### src/tcc_pkg.sv
`timescale 1ns / 1ps
`default_nettype none

package tcc_pkg;

   // Default vertex coordinate width (Q4.12) and polygon buffer depth.
   localparam int COORD_WIDTH_DEF    = 16;
   localparam int MAX_POLY_VERTS_DEF = 9;

   // Fixed field widths and counts.
   localparam int COLOR_W    = 32;
   localparam int TRI_VERTS  = 3;
   localparam int NUM_PLANES = 6;

   // Depth of the triangle queue between front and back; a power of two.
   localparam int TRI_QUEUE_DEPTH = 2;

   // Status of the triangle queue, seen by both of its sides.
   typedef struct packed {
      logic full;
      logic empty;
   } tcc_qstat_type;

endpackage

`default_nettype wire

### src/tcc_queue.sv
`timescale 1ns / 1ps
`default_nettype none

module tcc_queue import tcc_pkg::*; #(
   parameter int ENTRY_W = TRI_VERTS*(3*COORD_WIDTH_DEF+COLOR_W)
) (
   input  logic               clock,
   input  logic               reset,
   input  logic               push,
   input  logic [ENTRY_W-1:0] push_data,
   input  logic               pop,
   output logic [ENTRY_W-1:0] pop_data,
   output tcc_qstat_type      stat
);

   localparam int PTR_W = (TRI_QUEUE_DEPTH > 1) ? $clog2(TRI_QUEUE_DEPTH) : 1;
   localparam int CNT_W = $clog2(TRI_QUEUE_DEPTH + 1);

   logic [ENTRY_W-1:0] slot_ff [TRI_QUEUE_DEPTH];
   logic [PTR_W-1:0]   wr_ptr_ff, wr_ptr_in, rd_ptr_ff, rd_ptr_in;
   logic [CNT_W-1:0]   cnt_ff, cnt_in;

   assign stat.full  = (cnt_ff == CNT_W'(TRI_QUEUE_DEPTH));
   assign stat.empty = (cnt_ff == '0);
   assign pop_data   = slot_ff[rd_ptr_ff];

   always_comb begin
      wr_ptr_in = push ? wr_ptr_ff + PTR_W'(1) : wr_ptr_ff;
      rd_ptr_in = pop  ? rd_ptr_ff + PTR_W'(1) : rd_ptr_ff;
      cnt_in    = cnt_ff + CNT_W'(push) - CNT_W'(pop);
   end

   always_ff @(posedge clock) begin
      if (reset) begin
         wr_ptr_ff <= '0;
         rd_ptr_ff <= '0;
         cnt_ff    <= '0;
      end else begin
         wr_ptr_ff <= wr_ptr_in;
         rd_ptr_ff <= rd_ptr_in;
         cnt_ff    <= cnt_in;
      end
      if (push)
         slot_ff[wr_ptr_ff] <= push_data;
   end

endmodule

`default_nettype wire

### config.mk
export PLATFORM = sky130hd
export DESIGN_NAME = tcc_queue
export DESIGN_NICKNAME = d
export VERILOG_FILES = /design/src/tcc_pkg.sv /design/src/tcc_queue.sv
export SDC_FILE = /design/constraint.sdc
export NUM_CORES = 1
export LEC_CHECK = 0
export ABC_AREA = 1
export BUFFER_PORTS_ARGS = -buffer_cell sky130_fd_sc_hd__buf_2
export CAP_MARGIN = 40
export CORE_UTILIZATION = 50
export DETAILED_ROUTE_END_ITERATION = 12
export HOLD_SLACK_MARGIN = 0.12
export PLACE_DENSITY = 0.87
export RECOVER_POWER = 50
export SYNTH_ARGS = -nofsm -noshare
export SYNTH_HDL_FRONTEND = slang
export SYNTH_SLANG_ARGS = --single-unit
### constraint.sdc
create_clock -name clock -period 22.9 [get_ports clock]
set_input_delay 4.58 -clock clock [delete_from_list [all_inputs] [get_ports clock]]
set_output_delay 4.58 -clock clock [all_outputs]
set_load 0.02 [all_outputs]
== Word-level counts from Yosys, hierarchy flattened ==
Memories as Yosys holds them, arrays and structs flattened. A register that Yosys moved wholly into a read port is not among the register bits.
Index checks and enable logic that the tools add are counted.

* Equality and inequality tests: 1
* Reductions and logical operators: 1
* Add/subtract/negate cells: 4
* Multiplexer cells: 4

{| class="wikitable"
|+ Operators by type and width
! cell !! count
|-
| $mux 1 || 4
|-
| $add 1x1->1 const B || 2
|-
| $add 2x1->2 || 1
|-
| $eq 2x2->1 const B || 1
|-
| $logic_not 2->1 || 1
|-
| $sub 2x1->2 || 1
|}

* Output and inout bits: 242
* Bits of input ports: 244
* Logic and storage cells: 14
* RAM bits: 480
* Bits in registers: 4
* Memories: 1

{| class="wikitable"
|+ Memory list
! name !! words !! width !! rd ports !! clocked after memory_dff !! wr ports !! RTL line !! source
|-
| slot_ff || 2 || 240 || 1 || 1 || 1 || tcc_queue.sv:19 || <nowiki>logic [ENTRY_W-1:0] slot_ff [TRI_QUEUE_DEPTH];</nowiki>
|}

== Logic depth before layout (Yosys ltp) ==
* Depth in word-level cells: 3
* Gate-level depth with buffers: 9

== Worst setup path before layout ==
OpenSTA, ideal clock, no wires.

* Kind: input-to-reg
* Start: in push
* End: mem slot_ff[0][0] (netlist bit) (enable)
* Setup slack: 7.402 ns
* Cell stages on the path: 2
* Data arrival time: 14.646 ns
* Setup time: 0.852 ns
* Data required time: 22.048 ns
* Path through: inv_1 -> nor2_1

* Longest elaborated chain between the ends: 2

{| class="wikitable"
|+ Ends and longest elaborated chain
! what !! RTL line !! source
|-
| from (decl) || tcc_queue.sv:9 || <nowiki>input logic push,</nowiki>
|-
| $mux 1 || tcc_queue.sv:43 || <nowiki>if (push)</nowiki>
|-
| $mux 1 (not written as such) || tcc_queue.sv:44 || <nowiki>slot_ff[wr_ptr_ff] <= push_data;</nowiki>
|-
| to (decl) || tcc_queue.sv:19 ||
|}

No other way between the ends.

== Final worst setup path ==
* Start: in push
* End: mem slot_ff[1][209] (netlist bit) (enable)

Same word-level chain as after synthesis.

==> results.md <==
* P&R area growth vs syn at 22.4%
* Wire length on met3 at 2950 um
* Detailed placement HPWL at 25,900 um
* DR iter-0 viols at 404
* Max VDD drop at 0.0000732 V
* Final hold vios at 0
* Die Area at 37,900 um^2
* Port buffer count at 485
* Setup Buffers After CTS at 0
* Fill count at 2,593
* Vias in the first global route at 9,854
* Largest net degree at the start of global routing at 110
* First-pass GRT wire length at 55,500 um
* Mean post-synth cell area at 23.9 um^2
* Width of the die at 195 um
* DR WL met2 at 20,100 um
* Sw frac at 22.7%
* Critical Path Max Stage Delay at 3.46 ns
* Final setup TNS at 0 ns
* Crit path time final at 10.33 ns
* TritonCTS clock tree: yes
* Int Pwr at 1610 uW
* Status: finished, violations left
* Seq cells post-synth at 485
* Drt pass-1 iters at 4
* Commonest non-fill, non-tap cell in the layout: edfxtp_1
* CP Buf/Inv Count at 4
* HP Start: wr_ptr_ff
* Worst setup margin at 12.57 ns
* Initial Util at 50.7%
* M1 WL at 13,700 um
* Proportion of layout cells with a drive suffix above 1 at 50.3%
* Crit-path slowest cell: clkinvlp_2
* Final period util at 45.1%
* FP Rows at 70
* R2R Setup Slk at 16.43 ns
* Worst-path fanout max at 109
* Gr usage total at 19.6%
* Gate power share at 12.5%
* Post-Syn Area at 18,600 um^2
* Pwr/cell area at 91.7 nW/um^2
* Highest metal used: met5
* Core Area at 36,600 um^2
* CTS buffer count at 48
* Worst r2r src: wr_ptr_ff
* H-Tree Depth at 2
* Psw at 474 uW
* Synth unique cells at 15
* Cell family with the largest share of critical-path delay: buffers and inverters
* Clock network fraction of total power at 37.2%
* Detailed-route via count at 9,257
* Via-to-Cell Ratio at 5.11
* Total number of yosys warnings at 0
* Max Slew Vio Count at 139
* WP data required at 23.09 ns
* Clock Latency Late Sink at 0.56 ns
* Clk buf depth at 3
* Setup CP Type: input port to flop
* Highest-count cells in the layout ignoring fill and taps: edfxtp_1 (480), buf_2 (352), mux2_4 (200)
* Drt total wl at 38,100 um
* Final setup vio count at 0
* Post-CTS Resized at 0
* RSZ-0062 raised after global routing: false
* Die Ht at 195 um
* Worst-Margin Slew at 4.82 ns
* Clk root buf: clkbuf_16
* Hold_ws at 0.541 ns
* Setup WS pre-CTS at 15.67 ns
* Residual DRC at 0
* Total grt overflow at 0
* Pleak at 0.00868 uW
* Nets at 1,547
* Max-Cap Viols at 2
* Worst setup EP type: flop
* F_max at 96.8 MHz
* Finished Core Util at 62.1%
* Sequential share of power at 50.3%
* Post-Syn Nets at 1,024
* Worst Hold Depth at 2
* Worst Clk Skew at 0.0202 ns
* Hold Crit Class: flop to flop
* DRT antenna net count at 0
* Crit-path most repeated cell: buf_4
* Arr. time, crit path at 10.52 ns
* R2R depth at 4
* # IOs at 486
* Violated checks: max-capacitance violations, max-slew violations
* Number of hold buffers added after cts at 0
* Num Clock Sinks at 485
* Wirelength per Cell at 21.0 um
* Fin area at 22,700 um^2
* Worst setup SP type: input port
* Placed Area at 21,300 um^2
* Initial antenna violation count at 9
* Clock transition at path regs at 0.06 ns
* Mapped Cells at 778
* CP Cell Sequence: clkbuf_1, nand2_1, clkinvlp_2, buf_4, buf_4
* Seq/Total Area, Yosys at 78.2%
* Max transition margin at -221%
* R2R Path End: slot_ff[1][209]
* Gp weighted congestion at 0.839
* Hold EP: wr_ptr_ff
[cell usage after synthesis (all sizes together)]
cell type | number | area share [%]
nand2 | 4 | 0.081
dfxtp | 5 | 0.54
nor2 | 8 | 0.16
xnor2 | 1 | 0.047
ha | 2 | 0.13
inv | 8 | 0.16
buf | 27 | 2.5
mux2 | 240 | 19
a21oi | 1 | 0.027
nor3 | 1 | 0.027
nand3 | 1 | 0.027
edfxtp | 480 | 78
[power groups by stage]
stage                     Combinational, uW  Clock [uW]  Sequential (uW)
after detailed placement                265           0             1060
after global routing                    274         826             1050
after floorplan                         189           0             1070
final                                   260         776             1050
after global placement                  255           0             1060
after CTS                               267         795             1050
[stage by stage]
stage	cells	total power (uW)
after floorplan	778	1260
after global placement	1713	1320
after detailed placement	1719	1330
after CTS	1807	2110
after global routing	1813	2150
final	1813	2080
[worst max-delay path by stage]
stage | start | to | cells after the start
floorplan | push | slot_ff[0][0] | 2
global placement | push | slot_ff[0][217] | 5
detailed placement | flop | pop_data[198] | 5
CTS | flop | pop_data[198] | 5
global route | push | slot_ff[1][209] | 5
finish | push | slot_ff[1][209] | 5
[routing by layer]
layer / vias to the layer above / track usage, %
met2: 410 / 34.9
met5: - / 0
met4: 6 / 9.44
li1: 4155 / -
met1: 4602 / 21.4
met3: 84 / 5.52
[final cells by class]
| class | instances | area (um^2) | share of cell area, % |
|---|---|---|---|
| multi-input cells | 258 | 3550 | 15.6 |
| repair buffers | 500 | 2460 | 10.8 |
| diodes | 6 | 15.0 | 0.0661 |
| inverters | 8 | 31.3 | 0.138 |
| clock buffers | 62 | 1290 | 5.70 |
| well taps | 468 | 586 | 2.58 |
| flip-flops and latches | 485 | 14500 | 63.9 |
| clock inverters | 26 | 275 | 1.21 |
[registers in the layout, indices dropped and copies added, names as in the netlist, named ones only]
| name | cells |
|---|---|
| cnt_ff | 2 |
| rd_ptr_ff | 1 |
| slot_ff | 480 |
| wr_ptr_ff | 1 |
[worst reg2reg max path, delay by kind of cell (launching register included)]
family	cells	cell delay (ns)
buffers and inverters	3	5.64
flip-flops	1	0.33
AND/OR/NAND/NOR	1	0.09
[cells by family (layout without fill, tap and decap cells)]
group / after synthesis / count (layout) / share of synthesized area (%)
AND/OR/NAND/NOR: 14 / 14 / 0.297
other: 0 / 6 / 0
adder cells (fa/ha/maj): 2 / 2 / 0.135
XOR/XNOR: 1 / 1 / 0.0472
flip-flops: 485 / 485 / 78.2
AO/OA/AOI/OAI: 1 / 1 / 0.0269
buffers and inverters: 35 / 596 / 2.70
multiplexers: 240 / 240 / 18.6
Power figures use the tool's default switching activity.
