===== src/tcc_pkg.sv =====
`timescale 1ns / 1ps
`default_nettype none

package tcc_pkg;

   // Default vertex coordinate width (Q4.12) and polygon buffer depth.
   localparam int COORD_WIDTH_DEF    = 16;
   localparam int MAX_POLY_VERTS_DEF = 9;

   // Fixed field widths and counts.
   localparam int COLOR_W    = 32;
   localparam int TRI_VERTS  = 3;
   localparam int NUM_PLANES = 6;

   // Depth of the triangle queue between front and back; a power of two.
   localparam int TRI_QUEUE_DEPTH = 2;

   // Status of the triangle queue, seen by both of its sides.
   typedef struct packed {
      logic full;
      logic empty;
   } tcc_qstat_type;

endpackage

`default_nettype wire


===== src/tcc_front.sv =====
`timescale 1ns / 1ps
`default_nettype none

module tcc_front import tcc_pkg::*; #(
   parameter int W = COORD_WIDTH_DEF
) (
   input  logic                               clock,
   input  logic                               reset,
   input  logic                               req_valid,
   output logic                               req_stall,
   input  logic signed [W-1:0]                req_pos_x,
   input  logic signed [W-1:0]                req_pos_y,
   input  logic signed [W-1:0]                req_pos_z,
   input  logic [COLOR_W-1:0]                 req_color,
   input  tcc_qstat_type                      q_stat,
   output logic                               q_push,
   output logic [TRI_VERTS*(3*W+COLOR_W)-1:0] q_data
);

   localparam int VW   = 3*W + COLOR_W;
   localparam int DW   = W + 1;
   localparam int PW   = 2*DW;
   localparam int CW   = PW + 1;
   localparam int TW   = W + 1;
   localparam int DOTW = 3*W + 6;
   localparam int BCW  = $clog2(W + 1);
   localparam logic signed [W-1:0] ONE_C = W'(64'sd1 << (W - 4));

   localparam logic [2:0] F_COLLECT = 3'd0;
   localparam logic [2:0] F_PROD    = 3'd1;
   localparam logic [2:0] F_TLOAD   = 3'd2;
   localparam logic [2:0] F_TMAC    = 3'd3;
   localparam logic [2:0] F_PUSH    = 3'd4;

   function automatic logic signed [W-1:0] crd_of(input logic [VW-1:0] v, input logic [1:0] c);
      case (c)
         2'd0:    crd_of = v[VW-1 -: W];
         2'd1:    crd_of = v[VW-1-W -: W];
         default: crd_of = v[VW-1-2*W -: W];
      endcase
   endfunction

   logic [2:0]              state_ff, state_in;
   logic [1:0]              phase_ff, phase_in;
   logic [VW-1:0]           vert0_ff, vert0_in, vert1_ff, vert1_in, vert2_ff, vert2_in;
   logic signed [DW-1:0]    a_ff [3], a_in [3], b_ff [3], b_in [3];
   logic signed [TW-1:0]    t_ff [3], t_in [3];
   logic signed [CW-1:0]    c_ff [3], c_in [3];
   logic signed [PW-1:0]    prod_ff, prod_in;
   logic [2:0]              step_ff, step_in;
   logic [1:0]              term_ff, term_in;
   logic [BCW-1:0]          bit_ff, bit_in;
   logic signed [DOTW-1:0]  csh_ff, csh_in, dot_ff, dot_in;
   logic [TW-1:0]           tsh_ff, tsh_in;

   logic                    accept;
   logic [VW-1:0]           vin;
   logic signed [DW-1:0]    ma, mb;
   logic [1:0]              acc_idx;

   assign req_stall = (state_ff != F_COLLECT);
   assign accept    = req_valid && !req_stall;
   assign vin       = {req_pos_x, req_pos_y, req_pos_z, req_color};
   assign q_data    = {vert0_ff, vert1_ff, vert2_ff};
   assign acc_idx   = 2'((step_ff - 3'd1) >> 1);

   // Operand pairs of the cross product, two per normal component.
   always_comb begin
      case (step_ff)
         3'd0:    begin ma = a_ff[1]; mb = b_ff[2]; end
         3'd1:    begin ma = a_ff[2]; mb = b_ff[1]; end
         3'd2:    begin ma = a_ff[2]; mb = b_ff[0]; end
         3'd3:    begin ma = a_ff[0]; mb = b_ff[2]; end
         3'd4:    begin ma = a_ff[0]; mb = b_ff[1]; end
         default: begin ma = a_ff[1]; mb = b_ff[0]; end
      endcase
   end

   always_comb begin
      state_in = state_ff;
      phase_in = phase_ff;
      vert0_in = vert0_ff;
      vert1_in = vert1_ff;
      vert2_in = vert2_ff;
      a_in     = a_ff;
      b_in     = b_ff;
      t_in     = t_ff;
      c_in     = c_ff;
      prod_in  = prod_ff;
      step_in  = step_ff;
      term_in  = term_ff;
      bit_in   = bit_ff;
      csh_in   = csh_ff;
      tsh_in   = tsh_ff;
      dot_in   = dot_ff;
      q_push   = 1'b0;
      case (state_ff)
         F_COLLECT: begin
            if (accept) begin
               case (phase_ff)
                  2'd0: begin
                     vert0_in = vin;
                     phase_in = 2'd1;
                  end
                  2'd1: begin
                     vert1_in = vin;
                     phase_in = 2'd2;
                  end
                  default: begin
                     vert2_in = vin;
                     phase_in = 2'd0;
                     for (int i = 0; i < 3; i++) begin
                        a_in[i] = DW'(crd_of(vert1_ff, 2'(i))) - DW'(crd_of(vert0_ff, 2'(i)));
                        b_in[i] = DW'(crd_of(vin, 2'(i))) - DW'(crd_of(vert0_ff, 2'(i)));
                        t_in[i] = TW'(crd_of(vert0_ff, 2'(i)));
                        c_in[i] = '0;
                     end
                     t_in[2]  = TW'(crd_of(vert0_ff, 2'd2)) + TW'(ONE_C);
                     dot_in   = '0;
                     step_in  = 3'd0;
                     term_in  = 2'd0;
                     state_in = F_PROD;
                  end
               endcase
            end
         end
         F_PROD: begin
            // Multiply one pair per cycle, fold in the previous product.
            prod_in = ma * mb;
            if (step_ff != 3'd0) begin
               if (step_ff[0])
                  c_in[acc_idx] = c_ff[acc_idx] + CW'(prod_ff);
               else
                  c_in[acc_idx] = c_ff[acc_idx] - CW'(prod_ff);
            end
            step_in = step_ff + 3'd1;
            if (step_ff == 3'd6)
               state_in = F_TLOAD;
         end
         F_TLOAD: begin
            csh_in   = DOTW'(c_ff[term_ff]);
            tsh_in   = t_ff[term_ff];
            bit_in   = '0;
            state_in = F_TMAC;
         end
         F_TMAC: begin
            // Shift-add multiply by the eye vector; the top bit weighs negative.
            if (tsh_ff[0]) begin
               if (bit_ff == BCW'(W))
                  dot_in = dot_ff - csh_ff;
               else
                  dot_in = dot_ff + csh_ff;
            end
            csh_in = csh_ff <<< 1;
            tsh_in = tsh_ff >> 1;
            bit_in = bit_ff + BCW'(1);
            if (bit_ff == BCW'(W)) begin
               if (term_ff == 2'd2) begin
                  state_in = F_PUSH;
               end else begin
                  term_in  = term_ff + 2'd1;
                  state_in = F_TLOAD;
               end
            end
         end
         F_PUSH: begin
            if (!dot_ff[DOTW-1] && (dot_ff != '0)) begin
               state_in = F_COLLECT;
            end else if (!q_stat.full) begin
               q_push   = 1'b1;
               state_in = F_COLLECT;
            end
         end
         default: state_in = F_COLLECT;
      endcase
   end

   always_ff @(posedge clock) begin
      if (reset) begin
         state_ff <= F_COLLECT;
         phase_ff <= 2'd0;
      end else begin
         state_ff <= state_in;
         phase_ff <= phase_in;
      end
      vert0_ff <= vert0_in;
      vert1_ff <= vert1_in;
      vert2_ff <= vert2_in;
      a_ff     <= a_in;
      b_ff     <= b_in;
      t_ff     <= t_in;
      c_ff     <= c_in;
      prod_ff  <= prod_in;
      step_ff  <= step_in;
      term_ff  <= term_in;
      bit_ff   <= bit_in;
      csh_ff   <= csh_in;
      tsh_ff   <= tsh_in;
      dot_ff   <= dot_in;
   end

endmodule

`default_nettype wire


===== config.mk =====
export PLATFORM = sky130hd
export DESIGN_NAME = tcc_front
export DESIGN_NICKNAME = d
export VERILOG_FILES = /design/src/tcc_pkg.sv /design/src/tcc_front.sv
export SDC_FILE = /design/constraint.sdc
export NUM_CORES = 2
export LEC_CHECK = 0
export ABC_AREA = 0
export BUFFER_PORTS_ARGS = -buffer_cell sky130_fd_sc_hd__buf_4
export CELL_PAD_IN_SITES_DETAIL_PLACEMENT = 0
export CELL_PAD_IN_SITES_GLOBAL_PLACEMENT = 1
export CORE_AREA = 2 2 317 319
export CTS_CLUSTER_SIZE = 30
export DETAILED_ROUTE_END_ITERATION = 8
export DIE_AREA = 0 0 319 321
export PLACE_DENSITY = 0.85
export SETUP_SLACK_MARGIN = 0.1
export SYNTH_ARGS = -nofsm -noshare
export SYNTH_HDL_FRONTEND = slang
export SYNTH_SLANG_ARGS = --single-unit

===== constraint.sdc =====
create_clock -name clock -period 13.3 [get_ports clock]
set_clock_uncertainty 0.1 [all_clocks]
set_input_delay 0.665 -clock clock [delete_from_list [all_inputs] [get_ports clock]]
set_output_delay 0.665 -clock clock [all_outputs]
set_load 0.01 [all_outputs]

-- Word-level counts from Yosys, hierarchy flattened
Cells that the tools add are included.
- register bits: 670
- bits of input ports: 85
- output and inout port bits: 242
- logic and storage cells: 169
- $add $sub $neg: 15
- $mul: 1
- magnitude comparators: 3
- equality and inequality tests: 20
- muxes and demuxes: 75
- bitwise logic cells: 3
- reduce and logical (&&, ||, !) cells: 28
- operators with widths (cell ; count):
    $mux 16 ; 27
    $mux 105 ; 4
    $mux 54 ; 4
    $pmux 54 s2 ; 2
    $bwmux 105 ; 2
    $pmux 105 s2 ; 1
    $mux 35 ; 5
    $bmux 35 s2 ; 2
    $pmux 17 s2 ; 3
    $sub 16x16->17 ; 6
    $demux 35 s2 ; 1
    $add 54x54->54 ; 1
    $reduce_bool 54->1 ; 1
    $sub 54x54->54 ; 1
    $add 35x34->35 ; 1
    $sub 35x34->35 ; 1
    $bmux 17 s2 ; 1
    $mul 17x17->34 ; 1
    $mux 17 ; 2
    $mux 3 ; 9
    $add 16x14->17 const B ; 1
    $pmux 3 s5 ; 1
    $ne 2x2->1 const B ; 7
    $eq 3x2->1 const B ; 4
    30 further kinds ; 57

-- Depth between registers and ports, before layout
- word-level depth: 10
- gate-level depth with buffers: 35
- depth with buffers taken out: 31

-- Worst setup path after synthesis
OpenSTA, ideal clock, no wires.
- kind: register to register
- start point: register step_ff[0]
- end point: register prod_ff[27] (data pin)
- library setup time: 0.258 ns
- data arrival time: 7.841 ns
- data required time: 12.942 ns
- slack: 5.101 ns
- stages on the path, launching flop included: 31
- path buffers: 3
- period minus slack after synthesis: 8.199 ns
- cells stage by stage: edfxtp_1 clkbuf_1 inv_1 buf_1 ha_1 nand2_1 o21ai_1 clkbuf_1 a22oi_1 a21oi_1 nand2_1 fa_1 fa_1 fa_1 inv_1 fa_1 fa_1 inv_1 fa_1 inv_1 ha_1 a21o_1 a21o_1 a221oi_1 o21ai_1 a21o_1 a221o_1 a21o_1 a21o_1 a21oi_1 xnor2_1
- cells in the longest elaborated chain, start to end: 4
- elaborated cells between the ends (all ways): 12
- those cells by class: 1 x mul; 4 x eq/ne; 2 x mux; 5 x reduce/logical
- RTL lines (what ; line ; text):
    start, declared ; tcc_front.sv:50 ; logic [2:0] step_ff, step_in;
    start signal, assigned ; tcc_front.sv:194 ; step_ff <= step_in;
    $eq 3x3->1, or another cell as far along ; tcc_front.sv:69 ; case (step_ff)
    $reduce_or 2->1 (no source line) ; n/a ;
    $pmux 17 s2 ; tcc_front.sv:69 ;
    $mul 17x17->34 * ; tcc_front.sv:129 ; prod_in = ma * mb;
    end signal, assigned ; tcc_front.sv:193 ; prod_ff <= prod_in;
    end, declared ; tcc_front.sv:49 ; logic signed [PW-1:0] prod_ff, prod_in;
Mark *: on every way between the ends. The rest lies on a longest branch, timed or not.
A chain may end at the register's enable or synchronous reset.

-- Final worst setup path
- start point: register step_ff[0]
- end point: register prod_ff[33] (data pin)
The elaborated chain is that of the path after synthesis.

==> run metrics <==
initial antenna violation count=0; Final min period=9090 ps; PostCTS Resize Cnt=0; most frequent cells in the layout=edfxtp_1, nor2_1, inv_1; flops & latches, synth=670; clock root buffer=clkbuf_16; Clock Latency Late Sink=660 ps; Worst Max-Slew Pin Slew=1140 ps; worst min-delay path startpoint=req_color[8]; dpl hpwl=92.3 mm; Synth area leader=edfxtp_1; Fmax=0.110 GHz; Startpoint Class=flip-flop; Routed Antenna Nets=0; Die Span Y=321 um; largest net degree at the start of global routing=89; GRT overflow=0; placed cell area=51900 um^2; crit-path max FO=29; predominant post-synthesis flop cell=edfxtp_1; R2R setup slack=4210 ps; Max Cap Viol=0; Worst setup EP type=flip-flop; DR pass1 iterations=6; worst r2r src=step_ff[0]; Inserted Clock Buffers=78; DR vias/cell=5.55; sequential area share after synthesis=0.418; core box area=99300 um^2; DRC errors left=0; share of the synthesized area in the top cell type=0.415; gpl congestion=0.927; Post-synth EDFFs=665; Post-CTS Setup Bufs=0; part of the cycle the worst path needs=0.683; fin area=54500 um^2; first-pass GRT wire length=193 mm; mapped cell area=48100 um^2; CTS H-tree lvls=3; Syn Area/Cell=10.3 um^2; Arr. time, crit path=9390 ps; Overall Global Routing Usage=0.238; HP Class=primary input to flip-flop; via count=34900; IO Count=327; Worst R2R End=prod_ff[33]; cell count after synthesis=4652; Synthesis Warnings=0; total negative slack=0 ps; worst stage delay on the critical path=930 ps; Slowest cell on crit path=fa_1; ant diodes=0; Synth area leaders=edfxtp_1, fa_1, ha_1; Rows=116; P&R area growth vs syn=13.3%; Sink Count=670; Post-Route WL=123 mm; vias in the first global route=35400; critical path class=flip-flop to flip-flop; leading cell type in the layout, fill and taps excluded=edfxtp_1; Initial Util=0.484; final hold violation count=0; outcome=complete, no violations; Hold Path Sink=vert2_ff[8]; Register-to-Register Path Depth=28; RSZ-0062 raised after global routing=no; Post-synth ARST share=0; syn_nets=5355; Die W=319 um; die footprint=102000 um^2; DR iter-0 viols=2430; post-DR wirelength/cell=19.5 um; Slew Limit Fails=0; CTS tree=built; share of cells above drive strength 1=0.117; final net count=5632; Final Setup Violations=0; post-synth cell types=100; hold path depth=1; Clock Pin Slew Worst Setup and Hold Paths=60 ps; maximum clock path buffer count=3; Slew headroom=0.239; most used cell along the critical path=fa_1; CP required=13600 ps; Port Buffer Count=325; # hold bufs at CTS=0
-- sequential cells by signal, indices dropped and copies added (netlist names) --
signal / cells
c_ff: 105
vert2_ff: 80
step_ff: 3
dot_ff: 54
bit_ff: 5
vert0_ff: 80
t_ff: 49
b_ff: 51
term_ff: 2
tsh_ff: 17
a_ff: 51
prod_ff: 34
state_ff: 3
phase_ff: 2
vert1_ff: 80
csh_ff: 54
-- per-stage QoR --
step / cells / setup slack, ps / utilization / hold slack, ps
after detailed placement: 6147 / 4280 / 0.523 / 372
after global placement: 6147 / 4290 / 0.523 / 364
after CTS: 6291 / 4260 / 0.549 / 45.4
final: 6291 / 4210 / 0.549 / 91.6
after global routing: 6291 / 3850 / 0.549 / 59.7
after floorplan: 4652 / 5100 / - / 373
-- area by class of cell --
type / instances / area (um^2)
sequential: 670 / 20100
timing repair buffer: 380 / 2850
multi-input combinational: 3307 / 25500
clock buffer: 94 / 2010
fill: 8720 / 44800
inverter: 492 / 1850
clock inverter: 50 / 514
tap: 1298 / 1620
-- per-layer routing --
layer	up-vias	share of wire	track usage
met5	-	0	0
met3	194	0.051	0.0343
met1	17000	0.42	0.301
met4	0	0.027	0.0722
li1	16800	-	-
met2	960	0.50	0.424
-- synthesized netlist by cell type, types with 76 or more instances --
master and count:
a21o_1 99, a21oi_1 349, clkbuf_1 157, edfxtp_1 665
fa_1 305, ha_1 313, inv_1 488, nand2_1 431
nand3_1 76, nor2_1 554, o21ai_0 136, xnor2_1 157
xor2_1 87
-- critical path: cells and delay by family, from the launching register on --
family | cells | cell delay [ps]
compound gates | 8 | 2240
xor+xnor | 1 | 80
fa+ha+maj | 8 | 4180
buf+inv | 7 | 1280
flops | 1 | 360
simple gates | 4 | 580
-- worst max path at each step --
stage,startpoint,cells after the start,endpoint
after floorplan,step_ff[0],30,prod_ff[27]
after global placement,step_ff[0],30,prod_ff[27]
after detailed placement,step_ff[0],30,prod_ff[27]
after CTS,step_ff[0],30,prod_ff[27]
after global routing,step_ff[0],28,prod_ff[33]
final,step_ff[0],28,prod_ff[33]
-- logic make-up (layout without fill, tap and decap cells) --
| group | after synthesis | count (layout) | share of synthesized area |
|---|---|---|---|
| simple gates | 1400 | 1400 | 0.130 |
| compound gates | 983 | 983 | 0.133 |
| buf+inv | 675 | 1016 | 0.0532 |
| flops | 670 | 670 | 0.418 |
| fa+ha+maj | 618 | 618 | 0.209 |
| xor+xnor | 244 | 244 | 0.0445 |
| mux | 62 | 62 | 0.0131 |
Power is left out: the tool's default activity adds up to more than one toggle a clock period on the data nets, which glitch-free logic cannot reach.
